<file path="src/rtl/gba_pkg.sv">
// Shared types and constants of the greedy bandwidth allocator.
// No dependencies; every other file imports this package.
`default_nettype none

package gba_pkg;

   localparam int EDGES   = 64;
   localparam int CLIENTS = 64;

   localparam int OPCODE_W = 2;
   localparam int INDEX_W  = 6;
   localparam int AMOUNT_W = 20;
   localparam int DELAY_W  = 10;

   localparam int EDGE_W    = $clog2(EDGES);
   localparam int DLY_DEPTH = CLIENTS * EDGES;
   localparam int DLY_AW    = (DLY_DEPTH > 1) ? $clog2(DLY_DEPTH) : 1;

   localparam logic [DELAY_W-1:0] QOS_RESET = DELAY_W'(400);

   typedef enum logic [OPCODE_W-1:0] {
      OP_SET_CAP      = 2'd0,
      OP_SET_DELAY    = 2'd1,
      OP_NEW_INTERVAL = 2'd2,
      OP_SERVE        = 2'd3
   } opcode_type;

   typedef enum logic [2:0] {
      ST_CLEAR,
      ST_IDLE,
      ST_EXEC,
      ST_COPY,
      ST_SCAN,
      ST_DECIDE,
      ST_GRANT,
      ST_EMPTY
   } state_type;

   typedef struct packed {
      logic [OPCODE_W-1:0] opcode;
      logic [INDEX_W-1:0]  client_index;
      logic [INDEX_W-1:0]  edge_index;
      logic [AMOUNT_W-1:0] amount;
      logic [DELAY_W-1:0]  delay_value;
   } req_payload_type;

   typedef struct packed {
      logic [INDEX_W-1:0]  granted_edge;
      logic [AMOUNT_W-1:0] granted_amount;
      logic                grant_valid;
      logic [AMOUNT_W-1:0] unmet_amount;
      logic                last_result;
   } rsp_payload_type;

   // controller to datapath
   typedef struct packed {
      logic clr_step;
      logic load;
      logic table_wr;
      logic sweep_start;
      logic copy;
      logic scan;
      logic grant;
      logic load_empty;
      logic present;
      logic present_last;
   } cmd_type;

   // datapath to controller
   typedef struct packed {
      logic       clr_done;
      opcode_type opcode;
      logic       demand_zero;
      logic       sweep_done;
      logic       best_found;
      logic       fills;
      logic       pend;
      logic       out_busy;
   } status_type;

endpackage

`default_nettype wire

</file>
<file path="src/rtl/gba_ctrl.sv">
// Controller state machine of the allocator: sequences clearing, table writes,
// interval refill, delay-order scans and grants. Depends on gba_pkg.
`default_nettype none

module gba_ctrl import gba_pkg::*; (
   input  wire logic       clock,
   input  wire logic       reset,
   input  wire logic       req_valid,
   output logic            req_ready,
   input  wire status_type sts,
   output cmd_type         cmd
);

   state_type state_ff;
   state_type state_in;

   always_ff @(posedge clock) begin
      if (reset) begin
         state_ff <= ST_CLEAR;
      end else begin
         state_ff <= state_in;
      end
   end

   always_comb begin
      state_in  = state_ff;
      cmd       = '0;
      req_ready = 1'b0;
      unique case (state_ff)
         ST_CLEAR: begin
            cmd.clr_step = 1'b1;
            if (sts.clr_done) begin
               state_in = ST_IDLE;
            end
         end
         ST_IDLE: begin
            req_ready = 1'b1;
            if (req_valid) begin
               cmd.load = 1'b1;
               state_in = ST_EXEC;
            end
         end
         ST_EXEC: begin
            unique case (sts.opcode) inside
               OP_SET_CAP, OP_SET_DELAY: begin
                  cmd.table_wr = 1'b1;
                  state_in     = ST_IDLE;
               end
               OP_NEW_INTERVAL: begin
                  cmd.sweep_start = 1'b1;
                  state_in        = ST_COPY;
               end
               default: begin
                  if (sts.demand_zero) begin
                     state_in = ST_EMPTY;
                  end else begin
                     cmd.sweep_start = 1'b1;
                     state_in        = ST_SCAN;
                  end
               end
            endcase
         end
         ST_COPY: begin
            cmd.copy = 1'b1;
            if (sts.sweep_done) begin
               state_in = ST_IDLE;
            end
         end
         ST_SCAN: begin
            cmd.scan = 1'b1;
            if (sts.sweep_done) begin
               state_in = ST_DECIDE;
            end
         end
         ST_DECIDE: begin
            // a held grant is released once we know whether another follows
            if (sts.best_found) begin
               if (sts.pend) begin
                  cmd.present      = 1'b1;
                  cmd.present_last = 1'b0;
               end
               state_in = ST_GRANT;
            end else if (sts.pend) begin
               cmd.present      = 1'b1;
               cmd.present_last = 1'b1;
               state_in         = ST_IDLE;
            end else begin
               state_in = ST_EMPTY;
            end
         end
         ST_GRANT: begin
            if (!sts.out_busy) begin
               cmd.grant = 1'b1;
               if (sts.fills) begin
                  state_in = ST_IDLE;
               end else begin
                  cmd.sweep_start = 1'b1;
                  state_in        = ST_SCAN;
               end
            end
         end
         ST_EMPTY: begin
            if (!sts.out_busy) begin
               cmd.load_empty = 1'b1;
               state_in       = ST_IDLE;
            end
         end
         default: begin
            state_in = ST_IDLE;
         end
      endcase
   end

endmodule

`default_nettype wire

</file>
<file path="config.mk">
export PLATFORM = sky130hd
export DESIGN_NAME = gba_ctrl
export DESIGN_NICKNAME = d
export VERILOG_FILES = /design/src/rtl/gba_pkg.sv /design/src/rtl/gba_ctrl.sv
export SDC_FILE = /design/constraint.sdc
export NUM_CORES = 1
export LEC_CHECK = 0
export BUFFER_PORTS_ARGS = -buffer_cell sky130_fd_sc_hd__buf_4
export CAP_MARGIN = 25
export CORE_AREA = 2 2 39 41
export CTS_CLUSTER_DIAMETER = 50
export DETAILED_ROUTE_END_ITERATION = 8
export DIE_AREA = 0 0 41 43
export GPL_TIMING_DRIVEN = 0
export PLACE_DENSITY = 0.67
export REMOVE_ABC_BUFFERS = 1
export SYNTH_ARGS = -nofsm -noshare
export SYNTH_HDL_FRONTEND = slang
export SYNTH_SLANG_ARGS = --single-unit
export TNS_END_PERCENT = 50
</file>
<file path="constraint.sdc">
create_clock -name clock -period 3.37 [get_ports clock]
set_clock_uncertainty 0.05 [all_clocks]
set_input_delay 0.337 -clock clock [delete_from_list [all_inputs] [get_ports clock]]
set_output_delay 0.337 -clock clock [all_outputs]
set_load 0.05 [all_outputs]
</file>
==> results of run 1 <==
layout make-up:
class	count	area (µm²)	area share
Tap cell	16	20.02	0.03404
Inverter	3	11.26	0.01915
Clock buffer	4	26.28	0.04468
Sequential cell	3	60.06	0.1021
Timing Repair Buffer	22	165.2	0.2809
Multi-Input combinational cell	51	305.3	0.5191
worst paths after layout:
path | startpoint | end | slack (ns) | depth (start not counted)
worst min register to register | state_ff[2] | state_ff[2] | 0.66 | 2
worst max-delay path | state_ff[1] | cmd[0] | 1.42 | 4
worst min-delay path | reset | state_ff[2] | 0.24 | 2
worst max register to register | state_ff[2] | state_ff[0] | 1.77 | 4
Yosys cell counts, types with 2 or more instances:
library cell / count / area, µm²
nand2b_1: 4 / 25.02
dfxtp_1: 3 / 60.06
buf_2: 2 / 10.01
nand2_1: 6 / 22.52
a21oi_1: 4 / 20.02
and2b_1: 2 / 15.01
o21ai_0: 3 / 15.01
nor3_1: 3 / 15.01
nor2b_1: 3 / 18.77
nor2_1: 7 / 26.28
nand3_1: 3 / 15.01
and3_1: 2 / 12.51
inv_1: 3 / 11.26
o21ai_1: 2 / 10.01
report_power, final:
part,internal [mW],switching [mW],total (mW)
Clock,0.0443,0.0182,0.0626
Sequential,0.0414,0.0184,0.0599
Combinational,0.0579,0.0888,0.147
metal layers:
| metal | vias to the layer above | part of all wire |
|---|---|---|
| met1 | 223 | 0.48 |
| met3 | 0 | 0.085 |
| li1 | 259 | - |
| met4 | 0 | 0 |
| met2 | 22 | 0.43 |
| met5 | - | 0 |
through the flow:
step | setup slack (ns) | utilization | hold slack (ns) | cells
5_1_grt | 1.310 | 0.4250 | 0.2191 | 99
2_1_floorplan | 1.073 | - | 0.3561 | 57
3_3_place_gp | 1.651 | 0.4060 | 0.4766 | 95
6_report | 1.418 | 0.4250 | 0.2401 | 99
4_1_cts | 1.398 | 0.4250 | 0.2275 | 99
3_5_place_dp | 1.649 | 0.4060 | 0.4749 | 95
logic make-up (layout without fill, tap and decap cells):
family	count (synthesis)	after routing
multiplexers	1	1
flip-flops	3	3
AND/OR/NAND/NOR	33	33
AO/OA/AOI/OAI	17	17
buffers and inverters	6	29
==> metrics.yaml, run 1 <==
cells_and_area:
  reg.largest.list: "state_ff x3"
  largest_register_ffs: 3
  final_cell_mix: "22 x buf_4, 7 x nor2_1, 6 x nand2_1"
  final_common_cell: "buf_4"
  antenna-diode-count: 0
  synthToLayoutAreaGrowth_pct: 49.21
  regMostFlops: "state_ff"
  nNetsFinal: 96
  postLayoutCellArea_um2: 588.1
  nFillCells: 159
  drive_gt1_frac: 0.3253
routing:
  drt_wl_total_um: 1080
  drt_iter0_drc: 17
  viasPerCell: 5.091
  first_pass_iters: 4
  antenna_left: 0
  via_count: 504
  drc: 0
  routedWlPerCell_um: 10.91
floorplanning:
  initial_utilization: 0.2848
  rows: 14
  fp.dieW_um: 41
  core_um2: 1384
  die_h_um: 43
  num_io_pins: 23
  die_area_um2: 1763
synth:
  synth.distinct_cells: 27
  synthSimpleGateAreaFrac: 0.4476
  synth_edf_count: 0
  synth-xor-area-share: 0
  syn-cell-area_um2: 394.1
  ys.flop_type: "dfxtp_1"
  synthMuxAreaShare: 0.02540
  avgSynthCellArea_um2: 6.569
  synthCells: 60
  synth-compound-area-share: 0.3016
  synth_top_family_by_area: "simple AND/OR/NAND/NOR gates"
  ys_warn_count: 0
  synth-seq-cells: 3
  seq_area_frac_synth: 0.1524
  synth_fa_ha_area_frac: 0
  synthArstFlopShare: 0
global_routing:
  grt_busiest_layer: "met1"
  grt_pass1_wl_um: 1711
  grt_max_degree: 17
  use_met1: 0.2045
  grt_use_total: 0.1433
  grt_util_met3: 0.07853
  grt_pass1_vias: 400
  grt-ovfl-total: 0
  antenna_found_initial: 0
  use_met2: 0.1813
clock_network:
  numCtsBuffers: 3
  hold_buffers: 0
  clk_path_buf_depth: 2
  cts.sinks: 3
  worstSkewPairLatency_ns: 0.23
  cts_tree: "built"
  htreeDepth: 1
  cts_resized: 0
  cts_setup_buffers: 0
  path_clk_slew_ns: 0.03
  cts_root_buf: "clkbuf_4"
critical_path:
  worst-path-max-fanout: 14
  worstPathCellList: "and2b_1 > and3_1 > nor2b_1 > buf_4"
  cp.required_ns: 2.98
  cp_top_family: "simple AND/OR/NAND/NOR gates"
  crit_type: "reg2out"
  cp_slowest_cell: "dfxtp_1"
  cp-end-kind: "output pin"
  critical_path.max_stage_delay_ns: 0.57
  worst-path-buf-inv: 1
  crit_arrival_ns: 1.56
  start_kind: "register"
timing:
  fin_crit_sh: 0.5792
  rsz0062_at_grt: "false"
  worst_slew_pin_slew_ns: 0.5061
  relSlewSlack: 0.6621
  min_period_ns: 1.952
  fmax_mhz: 512.4
  finalSetupTns_ns: 0
  hold_viol_final: 0
  finalMaxSlewViolations: 0
  setup_viol: 0
placement:
  port_buffers: 22
  place_area_um2: 561.8
  hpwl_um: 809.3
  place_congestion: 0.7558
flow_run:
  drv_cap: 0
power:
  ir_worst_vdd_mv: 0.2595
  leakagePower_nw: 0.2800
  powerDensity_nw_per_um2: 457.7
  total_power_uw: 269.2
min_path:
  hold_path_class: "in2reg"
status:
  run_status: "finished, final reports clean"
(Power assumes the default switching activity.)
==> run 2, diff against run 1 <==
Settings changed: ABC_AREA from default to 1, PLACE_DENSITY 0.67 to 0.69.
Clock period 3.37 ns to 1.85 ns, I/O delays scaled along.
==> run 2 against run 1 <==
Compared with the run above:
- area after synthesis increased by 6.3%
- critical endpoint is now cmd[6]
- sequential share of layout area shrank 0.34 points
- global-route usage fell by 1.3 points
- register-to-register slack got worse by 1.3 ns
==> metrics.yaml, run 2 <==
clock_network:
  cts.sinks: 3
  cts_resized: 0
  cts_setup_buffers: 0
  htreeDepth: 1
  clk_path_buf_depth: 2
  cts_tree: "built"
  cts_root_buf: "clkbuf_4"
  hold_buffers: 0
  worstSkewPairLatency_ns: 0.23
  path_clk_slew_ns: 0.03
  numCtsBuffers: 3
synth:
  synth_top_family_by_area: "simple AND/OR/NAND/NOR gates"
  ys_warn_count: 0
  seq_area_frac_synth: 0.1433
  synth-compound-area-share: 0.05672
  synth_edf_count: 0
  synthSimpleGateAreaFrac: 0.6119
  synth.distinct_cells: 18
  yosys-top-cells-area: "nor2_1 18%, dfxtp_1 14%, nand2_1 14%, inv_1 11%, nand3_1 9.6%"
  syn-cell-area_um2: 419.2
  synthMuxAreaShare: 0
  synth-xor-area-share: 0
  synth-seq-cells: 3
  synth.most_common_cell: "nor2_1"
  ys.flop_type: "dfxtp_1"
  synth_top_area_cell: "nor2_1"
  synthArstFlopShare: 0
  synth_fa_ha_area_frac: 0
  netlist.area_leader.share: 0.1791
  synthCells: 80
  avgSynthCellArea_um2: 5.239
  ys_top_cells_by_count: "20 x nor2_1, 16 x nand2_1, 12 x inv_1, 8 x nand3_1"
power:
  total_power_mw: 1.088
  powerDensity_nw_per_um2: 1789
  ir_worst_vdd_mv: 0.6995
  leakagePower_nw: 0.3626
global_routing:
  grt_max_degree: 11
  antenna_found_initial: 0
  grt-ovfl-total: 0
  grt_pass1_vias: 440
  grt_pass1_wl_um: 1614
  grt_use_total: 0.1304
placement:
  place_congestion: 0.8503
  port_buffers: 22
  place_area_um2: 581.8
  hpwl_um: 833
critical_path:
  crit_arrival_ns: 1.45
  critical_path.max_stage_delay_ns: 0.44
  start_kind: "register"
  worst-path-max-fanout: 6
  cp_slowest_cell: "dfxtp_1"
  worstPathCellList: "inv_2 > nor2_4 > nand2_2 > o32ai_1 > buf_4"
  worst-path-buf-inv: 2
  cp_top_family: "flip-flops"
  cp-end-kind: "output pin"
  cp.required_ns: 1.62
  rrSetupSlack_ns: 0.48
  crit_type: "reg2out"
cells_and_area:
  synthToLayoutAreaGrowth_pct: 45.07
  nNetsFinal: 117
  postLayoutCellArea_um2: 608.1
  regMostFlops: "state_ff"
  final_cell_mix: "22 x buf_4, 20 x nor2_1, 16 x nand2_1"
  reg.largest.list: "state_ff x3"
  drive_gt1_frac: 0.3365
  largest_register_ffs: 3
  antenna-diode-count: 0
  final_common_cell: "buf_4"
status:
  run_status: "finished, final reports clean"
routing:
  routedWlPerCell_um: 8.183
  drt_iter0_drc: 12
  drt_wl_total_um: 982
  antenna_left: 0
  drc: 0
  via_count: 525
  first_pass_iters: 4
  viasPerCell: 4.375
timing:
  min_period_ns: 1.682
  fmax_mhz: 594.4
  setup_viol: 0
  hold_viol_final: 0
  worst_slew_pin_slew_ns: 0.3801
  fin_crit_sh: 0.9093
  relSlewSlack: 0.7463
  rsz0062_at_grt: "false"
  finalMaxSlewViolations: 0
min_path:
  hold_path_class: "in2reg"
floorplanning:
  fp.dieW_um: 41
  num_io_pins: 23
  die_h_um: 43
  initial_utilization: 0.3029
  die_area_um2: 1763
  rows: 14
  core_um2: 1384
flow_run:
  drv_cap: 0
-- run 2: cell type report --
cell class / count / area [µm²]
inverters: 15 / 56.30
fillers: 168 / 775.7
repair buffers: 22 / 165.2
flip-flops and latches: 3 / 60.06
multi-input cells: 60 / 280.3
clock buffers: 4 / 26.28
well taps: 16 / 20.02
-- run 2: final timing paths --
path,from,end,cells after the start
setup / recovery,state_ff[1],cmd[6],5
hold / removal,reset,state_ff[0],4
setup reg to reg,state_ff[0],state_ff[2],7
hold reg to reg,state_ff[0],state_ff[0],2
-- run 2: metrics by stage --
stage	hold slack (ns)	std cells	setup slack (ns)	utilization	setup TNS, ns
after floorplan	0.3021	78	-0.2917	-	-0.5034
after global placement	0.4015	116	0.4033	0.4204	0
after detailed placement	0.4017	116	0.4005	0.4204	0
after CTS	0.1615	120	0.1559	0.4394	0
after global routing	0.1751	120	0.05198	0.4394	0
final	0.1627	120	0.1678	0.4394	0
-- run 2: cells by family after synthesis --
logic type / after synthesis
flops: 3
compound gates: 4
simple gates: 56
buf+inv: 17
-- run 2: tightest hold or removal path: cells and delay by family --
kind | cells | cell delay (ns)
buffers and inverters | 2 | 0.11
and+or+nand+nor | 2 | 0.09
-- run 2: power by group --
part / switching (mW) / internal, mW
Combinational: 0.545 / 0.253
Clock: 0.0313 / 0.0806
Sequential: 0.0792 / 0.0983
-- run 2: routing by layer --
metal | vias to the layer above | GRT usage | wire [µm]
met5 | - | 0 | 0
met3 | 0 | 0.04712 | 58
li1 | 296 | - | -
met2 | 13 | 0.1906 | 445
met1 | 216 | 0.1731 | 479
met4 | 0 | 0.04000 | 0
